### config.mk
export PLATFORM = sky130hd
export DESIGN_NAME = dfw_target_calc
export DESIGN_NICKNAME = d
export VERILOG_FILES = /design/src/hdl/dfw_pkg.sv /design/src/hdl/dfw_target_calc.sv
export SDC_FILE = /design/constraint.sdc
export NUM_CORES = 1
export LEC_CHECK = 0
export CAP_MARGIN = 0
export CORE_MARGIN = 4
export CORE_UTILIZATION = 46
export CTS_BUF_LIST = sky130_fd_sc_hd__clkbuf_2 sky130_fd_sc_hd__clkbuf_4 sky130_fd_sc_hd__clkbuf_8
export CTS_CLUSTER_DIAMETER = 30
export CTS_CLUSTER_SIZE = 8
export DETAILED_ROUTE_END_ITERATION = 8
export DONT_BUFFER_PORTS = 1
export HOLD_SLACK_MARGIN = 0.02
export PLACE_DENSITY = 0.62
export SYNTH_ARGS = -nofsm -noshare
export SYNTH_HDL_FRONTEND = slang
export SYNTH_SLANG_ARGS = --single-unit
### constraint.sdc
create_clock -name clock -period 9.5 [get_ports clock]
set_clock_uncertainty 0.2 [all_clocks]
set_input_delay 0.95 -clock clock [delete_from_list [all_inputs] [get_ports clock]]
set_output_delay 0.95 -clock clock [all_outputs]
set_load 0.05 [all_outputs]
### src/hdl/dfw_pkg.sv
// dfw_pkg: shared widths, register indexes and reset values for the
// disparity forward warp row unit. No dependencies.
`timescale 1ns / 1ps

package dfw_pkg;

   // default row buffer depth
   localparam int DEF_MAX_ROW_WIDTH = 2048;

   // port widths
   localparam int COLUMN_W = 11;
   localparam int DISP_W   = 16;
   localparam int CHAN_W   = 8;
   localparam int COLOUR_W = 3 * CHAN_W;
   localparam int VO_W     = 7;
   localparam int GAIN_W   = 16;
   localparam int ROWW_W   = 12;
   localparam int CSR_IDX_W  = 2;
   localparam int CSR_DATA_W = 16;

   // shift arithmetic: disparity * gain, then * |view offset|, Q23.16
   localparam int PROD1_W = DISP_W + GAIN_W;
   localparam int PROD2_W = PROD1_W + VO_W;
   localparam int FRAC_W  = 16;
   localparam int MAG_W   = PROD2_W - FRAC_W;
   localparam int TGT_W   = MAG_W + 2;

   // register indexes
   localparam logic [CSR_IDX_W-1:0] CSR_VIEW_OFFSET = 2'd0;
   localparam logic [CSR_IDX_W-1:0] CSR_GAIN        = 2'd1;
   localparam logic [CSR_IDX_W-1:0] CSR_ROW_WIDTH   = 2'd2;

   // register reset values
   localparam logic signed [VO_W-1:0] VIEW_OFFSET_RST = 7'sd0;
   localparam logic [GAIN_W-1:0]      GAIN_RST        = 16'd256;
   localparam logic [ROWW_W-1:0]      ROW_WIDTH_RST   = 12'd2048;

   // item function codes
   localparam logic FUNC_SCATTER = 1'b0;
   localparam logic FUNC_READOUT = 1'b1;

   // target column and range check handed from the shift unit
   typedef struct packed {
      logic                    in_range;
      logic signed [TGT_W-1:0] target;
   } target_type;

endpackage

### src/hdl/dfw_target_calc.sv
// dfw_target_calc: two-stage shift computation and target range check.
// Depends on dfw_pkg.
`timescale 1ns / 1ps

module dfw_target_calc
   import dfw_pkg::*;
#(
   parameter int MAX_ROW_WIDTH = DEF_MAX_ROW_WIDTH
) (
   input  logic                   clock,
   input  logic                   load,
   input  logic                   step,
   input  logic                   func,
   input  logic [COLUMN_W-1:0]    column,
   input  logic [DISP_W-1:0]      disparity,
   input  logic signed [VO_W-1:0] view_offset,
   input  logic [GAIN_W-1:0]      gain,
   input  logic [ROWW_W-1:0]      row_width,
   output target_type             result
);

   logic [PROD1_W-1:0]      prod1_ff;
   logic [VO_W-1:0]         mag_vo;
   logic [PROD2_W-1:0]      prod2;
   logic [MAG_W-1:0]        mag;
   logic signed [TGT_W-1:0] shift;
   logic signed [TGT_W-1:0] target;
   logic [TGT_W-1:0]        row_ext;
   logic [TGT_W-1:0]        width_in_use;
   target_type              result_ff;
   target_type              result_in;

   always_ff @(posedge clock) begin
      if (load) begin
         prod1_ff <= PROD1_W'(disparity) * PROD1_W'(gain);
      end
      if (step) begin
         result_ff <= result_in;
      end
   end

   always_comb begin
      mag_vo  = view_offset[VO_W-1] ? VO_W'(-view_offset) : VO_W'(view_offset);
      prod2   = PROD2_W'(prod1_ff) * PROD2_W'(mag_vo);
      mag     = prod2[PROD2_W-1:FRAC_W];
      // truncate toward zero: negate the magnitude for a negative offset
      shift   = view_offset[VO_W-1] ? -$signed(TGT_W'(mag)) : $signed(TGT_W'(mag));
      if (func == FUNC_READOUT) begin
         target = $signed(TGT_W'(column));
      end else begin
         target = $signed(TGT_W'(column)) + shift;
      end
      row_ext = TGT_W'(row_width);
      width_in_use = (row_ext < TGT_W'(MAX_ROW_WIDTH)) ? row_ext : TGT_W'(MAX_ROW_WIDTH);
      result_in.target   = target;
      result_in.in_range = !target[TGT_W-1] && (TGT_W'(target) < width_in_use);
   end

   assign result = result_ff;

endmodule

==> impl_results.html, run 1 <==
<table>
<tr><th>Metric</th><th>Value</th></tr>
<tr><th colspan="2">Outcome</th></tr>
<tr><td>Result of the run</td><td>completed</td></tr>
<tr><th colspan="2">Timing</th></tr>
<tr><td>Setup Viol. Count Final</td><td>0</td></tr>
<tr><td>Least-Margin Pin Slew</td><td>722 ps</td></tr>
<tr><td>Worst-case headroom to the max-slew limit</td><td>0.516</td></tr>
<tr><td>Post-route setup slack</td><td>502 ps</td></tr>
<tr><td>Fmax</td><td>111 MHz</td></tr>
<tr><td>Total count of max-transition violations in the final report</td><td>0</td></tr>
<tr><td>Minimum clock period after layout</td><td>9000 ps</td></tr>
<tr><td>Final Hold Viols</td><td>0</td></tr>
<tr><td>Share of the cycle needed by the critical path after routing</td><td>0.947</td></tr>
<tr><th colspan="2">Global route</th></tr>
<tr><td>Residual overflow from global routing</td><td>0</td></tr>
<tr><td>Total track usage</td><td>0.199</td></tr>
<tr><td>Vias in the first global route</td><td>15100</td></tr>
<tr><td>Antenna violations before repair</td><td>0</td></tr>
<tr><td>Maximum number of pins on one net before global-route repair</td><td>38</td></tr>
<tr><td>Global-route wire length before repair</td><td>73600 um</td></tr>
<tr><th colspan="2">Detailed routing</th></tr>
<tr><td>Count of antenna-violating nets left after detailed routing</td><td>0</td></tr>
<tr><td>Count of routing violations after the opening detailed-route iteration</td><td>657</td></tr>
<tr><td>Remaining DRCs</td><td>0</td></tr>
<tr><td>Drt wl/cell</td><td>16.2 um</td></tr>
<tr><td>Via-per-instance ratio</td><td>5.28</td></tr>
<tr><td>Number of optimization iterations in the first detailed-route pass</td><td>5</td></tr>
<tr><td>Total number of vias</td><td>14000</td></tr>
<tr><td>Detailed-route wire length</td><td>42900 um</td></tr>
<tr><th colspan="2">Die</th></tr>
<tr><td>Number of top-level design ports</td><td>92</td></tr>
<tr><td>Die X</td><td>211 um</td></tr>
<tr><td>Area of the placeable core</td><td>0.0407 mm2</td></tr>
<tr><td>Area of the die</td><td>0.0445 mm2</td></tr>
<tr><td>Effective utilization at floorplan</td><td>0.465</td></tr>
<tr><td>Total number of placement rows</td><td>74</td></tr>
<tr><td>Chip height</td><td>211 um</td></tr>
<tr><th colspan="2">Synthesis</th></tr>
<tr><td>Synthesized instance count</td><td>2109</td></tr>
<tr><td>Most used flip-flop cell after synthesis</td><td>sky130_fd_sc_hd__edfxtp_1</td></tr>
<tr><td>Post-synthesis share of cell area spent on and, or, nand and nor gates</td><td>0.196</td></tr>
<tr><td>Number of warnings issued by yosys</td><td>0</td></tr>
<tr><td>Number of synthesized register bits</td><td>58</td></tr>
<tr><td>Post-synth EDFFs</td><td>58</td></tr>
<tr><td>Per-instance average area after synthesis</td><td>8.98 um2</td></tr>
<tr><td>Share of the synthesized area in compound gates (AO/OA/AOI/OAI)</td><td>0.0873</td></tr>
<tr><td>Syn nets</td><td>2701</td></tr>
<tr><td>Area of the mapped netlist</td><td>0.0189 mm2</td></tr>
<tr><td>Post-synthesis mux area share</td><td>0.00495</td></tr>
<tr><td>Fraction of the yosys area taken by sequential cells</td><td>0.0919</td></tr>
<tr><td>Async S/R FF share, synth</td><td>0</td></tr>
<tr><td>Dominant combinational cell family by area after synthesis</td><td>adder cells</td></tr>
<tr><td>Synth cell types</td><td>90</td></tr>
<tr><td>Fraction of the mapped netlist area in adder cells</td><td>0.483</td></tr>
<tr><td>Share of the synthesized netlist area taken by xor and xnor gates</td><td>0.0416</td></tr>
<tr><th colspan="2">Hold path</th></tr>
<tr><td>Launch instance of the worst min-delay path</td><td>step</td></tr>
<tr><td>Hold-critical path endpoint</td><td>result[5]</td></tr>
<tr><td>Path category of the worst min-delay check</td><td>in -&gt; reg</td></tr>
<tr><td>Worst hold path stage count</td><td>0</td></tr>
<tr><th colspan="2">Critical path</th></tr>
<tr><td>Worst R2R Start</td><td>prod1_ff[12]</td></tr>
<tr><td>Element type at the critical path end</td><td>flip-flop</td></tr>
<tr><td>CP Launch Type</td><td>input pin</td></tr>
<tr><td>Largest stage delay on the critical path</td><td>560 ps</td></tr>
<tr><td>Critical path required time</td><td>9510 ps</td></tr>
<tr><td>Data arrival, critical path</td><td>9010 ps</td></tr>
<tr><td>Depth of the worst register-to-register path</td><td>36</td></tr>
<tr><td>Reg2Reg Capture Point</td><td>result[25]</td></tr>
<tr><td>CP max stage cell</td><td>sky130_fd_sc_hd__fa_1</td></tr>
<tr><td>Worst Setup Path Type</td><td>in -&gt; reg</td></tr>
<tr><td>Highest net fanout along the worst path</td><td>33</td></tr>
<tr><td>R2R Setup Slk</td><td>1260 ps</td></tr>
<tr><th colspan="2">Place</th></tr>
<tr><td>Dpl ws</td><td>-134 ps</td></tr>
<tr><td>Final estimated routing congestion in global placement</td><td>0.827</td></tr>
<tr><td>HPWL Detailed</td><td>34800 um</td></tr>
<tr><td>Total placed instance area</td><td>0.0199 mm2</td></tr>
<tr><td>Number of placed cells counting well taps</td><td>2627</td></tr>
<tr><td>Count of input and output buffers</td><td>0</td></tr>
<tr><th colspan="2">Final layout</th></tr>
<tr><td>Commonest cells after routing, fill and taps aside</td><td>397 x sky130_fd_sc_hd__inv_1, 343 x sky130_fd_sc_hd__fa_1, 317 x sky130_fd_sc_hd__nand2_1, 225 x sky130_fd_sc_hd__and2_1, 183 x sky130_fd_sc_hd__ha_1</td></tr>
<tr><td>Fin nets</td><td>2703</td></tr>
<tr><td>Cell area after layout</td><td>0.0201 mm2</td></tr>
<tr><td>Area added between synthesis and finish</td><td>6.22%</td></tr>
<tr><td>Final Instance Count excl. Fillers</td><td>2648</td></tr>
<tr><td>Fraction of final layout cells sized beyond drive strength 1</td><td>0.0676</td></tr>
<tr><td># diodes</td><td>0</td></tr>
<tr><td>Most common cell after layout, fill and taps aside</td><td>sky130_fd_sc_hd__inv_1</td></tr>
<tr><th colspan="2">Clock network</th></tr>
<tr><td>Clock-pin slew on the worst setup and hold paths</td><td>90 ps</td></tr>
<tr><td>Clock tree from TritonCTS</td><td>built</td></tr>
<tr><td>Inserted Clock Buffers</td><td>9</td></tr>
<tr><td>Sink count of the clock tree</td><td>58</td></tr>
<tr><td>Clock tree root driver cell</td><td>sky130_fd_sc_hd__clkbuf_8</td></tr>
<tr><td>Maximum buffer depth of the clock tree</td><td>2</td></tr>
<tr><td>Clock latency at the later pin of the worst-skew pair</td><td>390 ps</td></tr>
<tr><td>H-tree Lvls</td><td>3</td></tr>
<tr><th colspan="2">Flow run</th></tr>
<tr><td>Max-cap check violation count</td><td>0</td></tr>
</table>
==> cell families after synthesis <==
logic type / after synthesis
mux: 8
simple gates: 725
flops: 58
xor+xnor: 87
compound gates: 229
buf+inv: 476
fa+ha+maj: 526
==> how the worst max path moves through the flow <==
stage	depth (start not counted)	from	slack (ps)	endpoint
after floorplan	41	view_offset[6]	10	result[25]
after global placement	38	view_offset[0]	130	result[25]
after detailed placement	38	view_offset[0]	-130	result[25]
after CTS	38	view_offset[0]	280	result[25]
after global routing	41	view_offset[0]	-60	result[25]
final	42	view_offset[0]	500	result[25]
==> worst max-delay path: cells and delay by family <==
family / cells / cell delay (ps)
xor gates and xnor gates: 3 / 450
buffers and inverters: 6 / 520
and+or+nand+nor: 6 / 830
adders and majority gates: 9 / 3340
AOI/OAI and AO/OA: 18 / 2900
==> cell usage after synthesis, drive strengths merged, types with 6 or more instances <==
master | count | area (um2)
or3 | 8 | 55.1
mux2i | 7 | 82.6
and3 | 9 | 56.3
o21ai | 42 | 210
edfxtp | 58 | 1740
inv | 397 | 1490
o21bai | 8 | 60.1
a21boi | 9 | 71.3
o211ai | 10 | 104
and2 | 225 | 1410
nand4 | 8 | 50.1
and2b | 6 | 45.0
nor3 | 21 | 121
a211oi | 11 | 105
xor2 | 28 | 272
nand3 | 17 | 95.1
nor2 | 42 | 158
nor4 | 10 | 68.8
nor2b | 23 | 144
nand2b | 15 | 93.8
ha | 183 | 2290
o31ai | 14 | 115
fa | 343 | 6870
a21oi | 60 | 315
buf | 7 | 42.5
xnor2 | 59 | 517
a21o | 19 | 143
o21a | 9 | 67.6
nand2 | 319 | 1210
clkbuf | 72 | 270
==> metrics by stage <==
| step | utilization | hold slack [ps] | setup TNS [ps] |
|---|---|---|---|
| floorplan | - | 862 | 0 |
| CTS | 0.492 | 447 | 0 |
| detailed placement | 0.487 | 865 | -134 |
| global placement | 0.487 | 865 | 0 |
| finish | 0.494 | 475 | 0 |
| global route | 0.494 | 445 | -56.0 |
==> per-layer routing <==
metal | vias to the layer above | global-route usage | wire (um)
met1 | 6983 | 0.279 | 19700
met4 | 0 | 0.0333 | 541
met2 | 353 | 0.334 | 20300
li1 | 6599 | - | -
met5 | - | 0 | 0
met3 | 39 | 0.0316 | 2370
==> what timing repair did <==
action                     CTS  global route
setup endpoints to repair    0             2
setup buffers                0             5
hold buffers                 0             0
gates resized for setup      0            12
==> flip-flops by register name, indices dropped and copies added (netlist names) <==
register and count:
result 26, prod1_ff 32
==> cell type report <==
type | instances | area [um2]
clock inverters | 7 | 68.8
inverters | 397 | 1490
fillers | 3864 | 20600
clock buffers | 9 | 124
well taps | 532 | 666
repair buffers | 70 | 563
multi-input cells | 1575 | 15500
flip-flops and latches | 58 | 1740
Power of run 1 is left out: the tool's default activity adds up to more than one toggle a clock period on the data nets, which glitch-free logic cannot reach.
==> run 2: changes to the inputs <==
==> constraint.sdc (replaced) <==
create_clock -name clock -period 9.5 [get_ports clock]
set_clock_uncertainty 0.2 [all_clocks]
set_input_delay 0.475 -clock clock [delete_from_list [all_inputs] [get_ports clock]]
set_output_delay 0.475 -clock clock [all_outputs]
set_load 0.05 [all_outputs]
==> run 2 against run 1 <==
Setup slack gained 140 ps. Worst hold slack worse by 400 ps. First-iteration DRC count up 16%. Critical path depth shrank 4. Flip-flop and latch count unchanged.
==> impl_results.html, run 2 (synthesized netlist as in run 1, its figures left out) <==
<table>
<tr><th>Metric</th><th>Value</th></tr>
<tr><th colspan="2">Outcome</th></tr>
<tr><td>Result of the run</td><td>completed</td></tr>
<tr><th colspan="2">Detailed routing</th></tr>
<tr><td>Remaining DRCs</td><td>0 (unchanged)</td></tr>
<tr><td>Count of antenna-violating nets left after detailed routing</td><td>0 (unchanged)</td></tr>
<tr><td>Via-per-instance ratio</td><td>5.25 (-0.56%)</td></tr>
<tr><td>Drt wl/cell</td><td>16.2 um (-0.10%)</td></tr>
<tr><td>Count of routing violations after the opening detailed-route iteration</td><td>761 (+16%)</td></tr>
<tr><td>Detailed-route wire length</td><td>42200 um (-1.6%)</td></tr>
<tr><td>Total number of vias</td><td>13700 (-2.1%)</td></tr>
<tr><td>Number of optimization iterations in the first detailed-route pass</td><td>5 (unchanged)</td></tr>
<tr><th colspan="2">Timing</th></tr>
<tr><td>Setup Viol. Count Final</td><td>0 (unchanged)</td></tr>
<tr><td>Worst-case headroom to the max-slew limit</td><td>0.264 (-0.252)</td></tr>
<tr><td>Final total negative setup slack</td><td>0 ps (unchanged)</td></tr>
<tr><td>Minimum clock period after layout</td><td>8860 ps (-142 ps)</td></tr>
<tr><td>Final Hold Viols</td><td>0 (unchanged)</td></tr>
<tr><td>Final hold slack</td><td>73.9 ps (-401 ps)</td></tr>
<tr><td>Total count of max-transition violations in the final report</td><td>0 (unchanged)</td></tr>
<tr><td>Fmax</td><td>113 MHz (+1.6%)</td></tr>
<tr><td>Share of the cycle needed by the critical path after routing</td><td>0.932 (-0.0150)</td></tr>
<tr><td>Setup repair after global routing missed its margin</td><td>no</td></tr>
<tr><td>Least-Margin Pin Slew</td><td>1100 ps (+378 ps)</td></tr>
<tr><th colspan="2">Final layout</th></tr>
<tr><td># diodes</td><td>0 (unchanged)</td></tr>
<tr><td>Fin nets</td><td>2662 (-1.5%)</td></tr>
<tr><td>Final Instance Count excl. Fillers</td><td>2607 (-1.5%)</td></tr>
<tr><td># fillers</td><td>3859 (-0.13%)</td></tr>
<tr><td>Flip-flop count of the largest register, all copies and words added</td><td>32 (unchanged)</td></tr>
<tr><td>Fraction of final layout cells sized beyond drive strength 1</td><td>0.0453 (-0.0223)</td></tr>
<tr><td>Area added between synthesis and finish</td><td>4.62%</td></tr>
<tr><td>Most common cell after layout, fill and taps aside</td><td>sky130_fd_sc_hd__inv_1</td></tr>
<tr><td>Biggest register</td><td>prod1_ff</td></tr>
<tr><td>Cell area after layout</td><td>0.0198 mm2 (-1.5%)</td></tr>
<tr><td>Commonest cells after routing, fill and taps aside</td><td>397 x sky130_fd_sc_hd__inv_1, 343 x sky130_fd_sc_hd__fa_1, 317 x sky130_fd_sc_hd__nand2_1, 225 x sky130_fd_sc_hd__and2_1, 183 x sky130_fd_sc_hd__ha_1</td></tr>
<tr><th colspan="2">Hold path</th></tr>
<tr><td>Hold-critical path endpoint</td><td>result[16]</td></tr>
<tr><td>Launch instance of the worst min-delay path</td><td>func</td></tr>
<tr><td>Path category of the worst min-delay check</td><td>in -&gt; reg</td></tr>
<tr><td>Worst hold path stage count</td><td>1 (+1)</td></tr>
<tr><th colspan="2">Die</th></tr>
<tr><td>Effective utilization at floorplan</td><td>0.465 (unchanged)</td></tr>
<tr><td>Die X</td><td>211 um (unchanged)</td></tr>
<tr><td>Area of the placeable core</td><td>0.0407 mm2 (unchanged)</td></tr>
<tr><td>Chip height</td><td>211 um (unchanged)</td></tr>
<tr><td>Area of the die</td><td>0.0445 mm2 (unchanged)</td></tr>
<tr><td>Total number of placement rows</td><td>74 (unchanged)</td></tr>
<tr><td>Number of top-level design ports</td><td>92 (unchanged)</td></tr>
<tr><th colspan="2">Critical path</th></tr>
<tr><td>Data arrival, critical path</td><td>8850 ps (-160 ps)</td></tr>
<tr><td>Worst Setup Path Type</td><td>in -&gt; reg</td></tr>
<tr><td>R2R Setup Slk</td><td>970 ps (-290 ps)</td></tr>
<tr><td>Critical path launch point</td><td>view_offset[2]</td></tr>
<tr><td>Critical path required time</td><td>9490 ps (-20 ps)</td></tr>
<tr><td>Worst R2R Start</td><td>prod1_ff[13]</td></tr>
<tr><td>Depth of the worst register-to-register path</td><td>34 (-5.6%)</td></tr>
<tr><td>Largest stage delay on the critical path</td><td>490 ps (-70 ps)</td></tr>
<tr><td>CP max stage cell</td><td>sky130_fd_sc_hd__fa_1</td></tr>
<tr><td>Highest net fanout along the worst path</td><td>18 (-45%)</td></tr>
<tr><td>Reg2Reg Capture Point</td><td>result[25]</td></tr>
<tr><td>CP Launch Type</td><td>input pin</td></tr>
<tr><td>Element type at the critical path end</td><td>flip-flop</td></tr>
<tr><th colspan="2">Place</th></tr>
<tr><td>HPWL Detailed</td><td>34700 um (-0.44%)</td></tr>
<tr><td>Total placed instance area</td><td>0.0196 mm2 (-1.4%)</td></tr>
<tr><td>Final estimated routing congestion in global placement</td><td>0.829 (+0.19%)</td></tr>
<tr><td>Count of input and output buffers</td><td>0 (unchanged)</td></tr>
<tr><td>Number of placed cells counting well taps</td><td>2589 (-1.4%)</td></tr>
<tr><th colspan="2">Global route</th></tr>
<tr><td>Met1 track demand over resource</td><td>0.277 (-0.00197)</td></tr>
<tr><td>Vias in the first global route</td><td>14600 (-3.4%)</td></tr>
<tr><td>Total track usage</td><td>0.196 (-0.00235)</td></tr>
<tr><td>Global-route wire length before repair</td><td>72700 um (-1.3%)</td></tr>
<tr><td>GR Layer Usage met2</td><td>0.323 (-0.0114)</td></tr>
<tr><td>Antenna violations before repair</td><td>0 (unchanged)</td></tr>
<tr><td>Met3 usage in global routing</td><td>0.0346 (+0.00297)</td></tr>
<tr><td>Maximum number of pins on one net before global-route repair</td><td>38 (unchanged)</td></tr>
<tr><td>Highest-utilization routing layer at the global route stage</td><td>met2</td></tr>
<tr><td>Residual overflow from global routing</td><td>0 (unchanged)</td></tr>
<tr><th colspan="2">Clock network</th></tr>
<tr><td>Maximum buffer depth of the clock tree</td><td>2 (unchanged)</td></tr>
<tr><td>Clock tree root driver cell</td><td>sky130_fd_sc_hd__clkbuf_8</td></tr>
<tr><td>Clock-pin slew on the worst setup and hold paths</td><td>90 ps (about the same)</td></tr>
<tr><td>H-tree Lvls</td><td>3 (unchanged)</td></tr>
<tr><td>Inserted Clock Buffers</td><td>9 (unchanged)</td></tr>
<tr><td>Clock tree from TritonCTS</td><td>built</td></tr>
<tr><td>Clock latency at the later pin of the worst-skew pair</td><td>380 ps (about the same)</td></tr>
<tr><td>Sink count of the clock tree</td><td>58 (unchanged)</td></tr>
<tr><th colspan="2">Flow run</th></tr>
<tr><td>Max-cap check violation count</td><td>0 (unchanged)</td></tr>
</table>
==> run 2: cell types whose count changed in the layout (fill, tap and decap cells not counted), sizes merged <==
cell         before  now
inv             398  397
bufinv            1    2
buf              70   28
dlygate4sd3       0    1
clkbuf            9   11
clkinvlp          2    0
==> run 2: critical path, delay by kind of cell <==
| family | cells | cell delay (ps) |
|---|---|---|
| AO/OA/AOI/OAI | 15 | 3160 |
| adder cells (fa/ha/maj) | 8 | 2830 |
| AND/OR/NAND/NOR | 8 | 1240 |
| buffers and inverters | 5 | 740 |
| XOR/XNOR | 2 | 400 |
==> run 2: repair_timing <==
action	in CTS	in global routing
hold endpoints to repair	58	0
setup buffers	0	0
hold buffers	2	0
setup endpoints to repair	0	0
gates resized for setup	0	0
==> run 2: worst max-delay path by stage <==
stage / slack, ps / cells past startpoint / endpoint
after global routing: 40 / 39 / result[25]
after floorplan: 380 / 41 / result[25]
after detailed placement: 220 / 37 / result[25]
after global placement: 480 / 37 / result[25]
after CTS: 590 / 37 / result[25]
final: 640 / 38 / result[25]
==> run 2: stage by stage <==
stage          setup WS (ps)  utilization
6_report                 644        0.486
5_1_grt                 41.9        0.486
4_1_cts                  594        0.486
3_5_place_dp             216        0.480
3_3_place_gp             482        0.480
2_1_floorplan            381            -
==> run 2: routing by layer <==
metal	up-vias	wire length, um
li1	6514	-
met1	6818	19500
met2	312	19800
met3	37	2390
met4	0	567
met5	-	0
==> run 2: final cells by class <==
type | instances | area [um2] | share of cell area
multi-input cells | 1575 | 15500 | 0.780
flip-flops and latches | 58 | 1740 | 0.0879
inverters | 397 | 1490 | 0.0752
well taps | 532 | 666 | 0.0336
repair buffers | 29 | 245 | 0.0124
clock buffers | 11 | 139 | 0.00701
clock inverters | 5 | 78.8 | 0.00398
Power of run 2 is left out for the same reason.
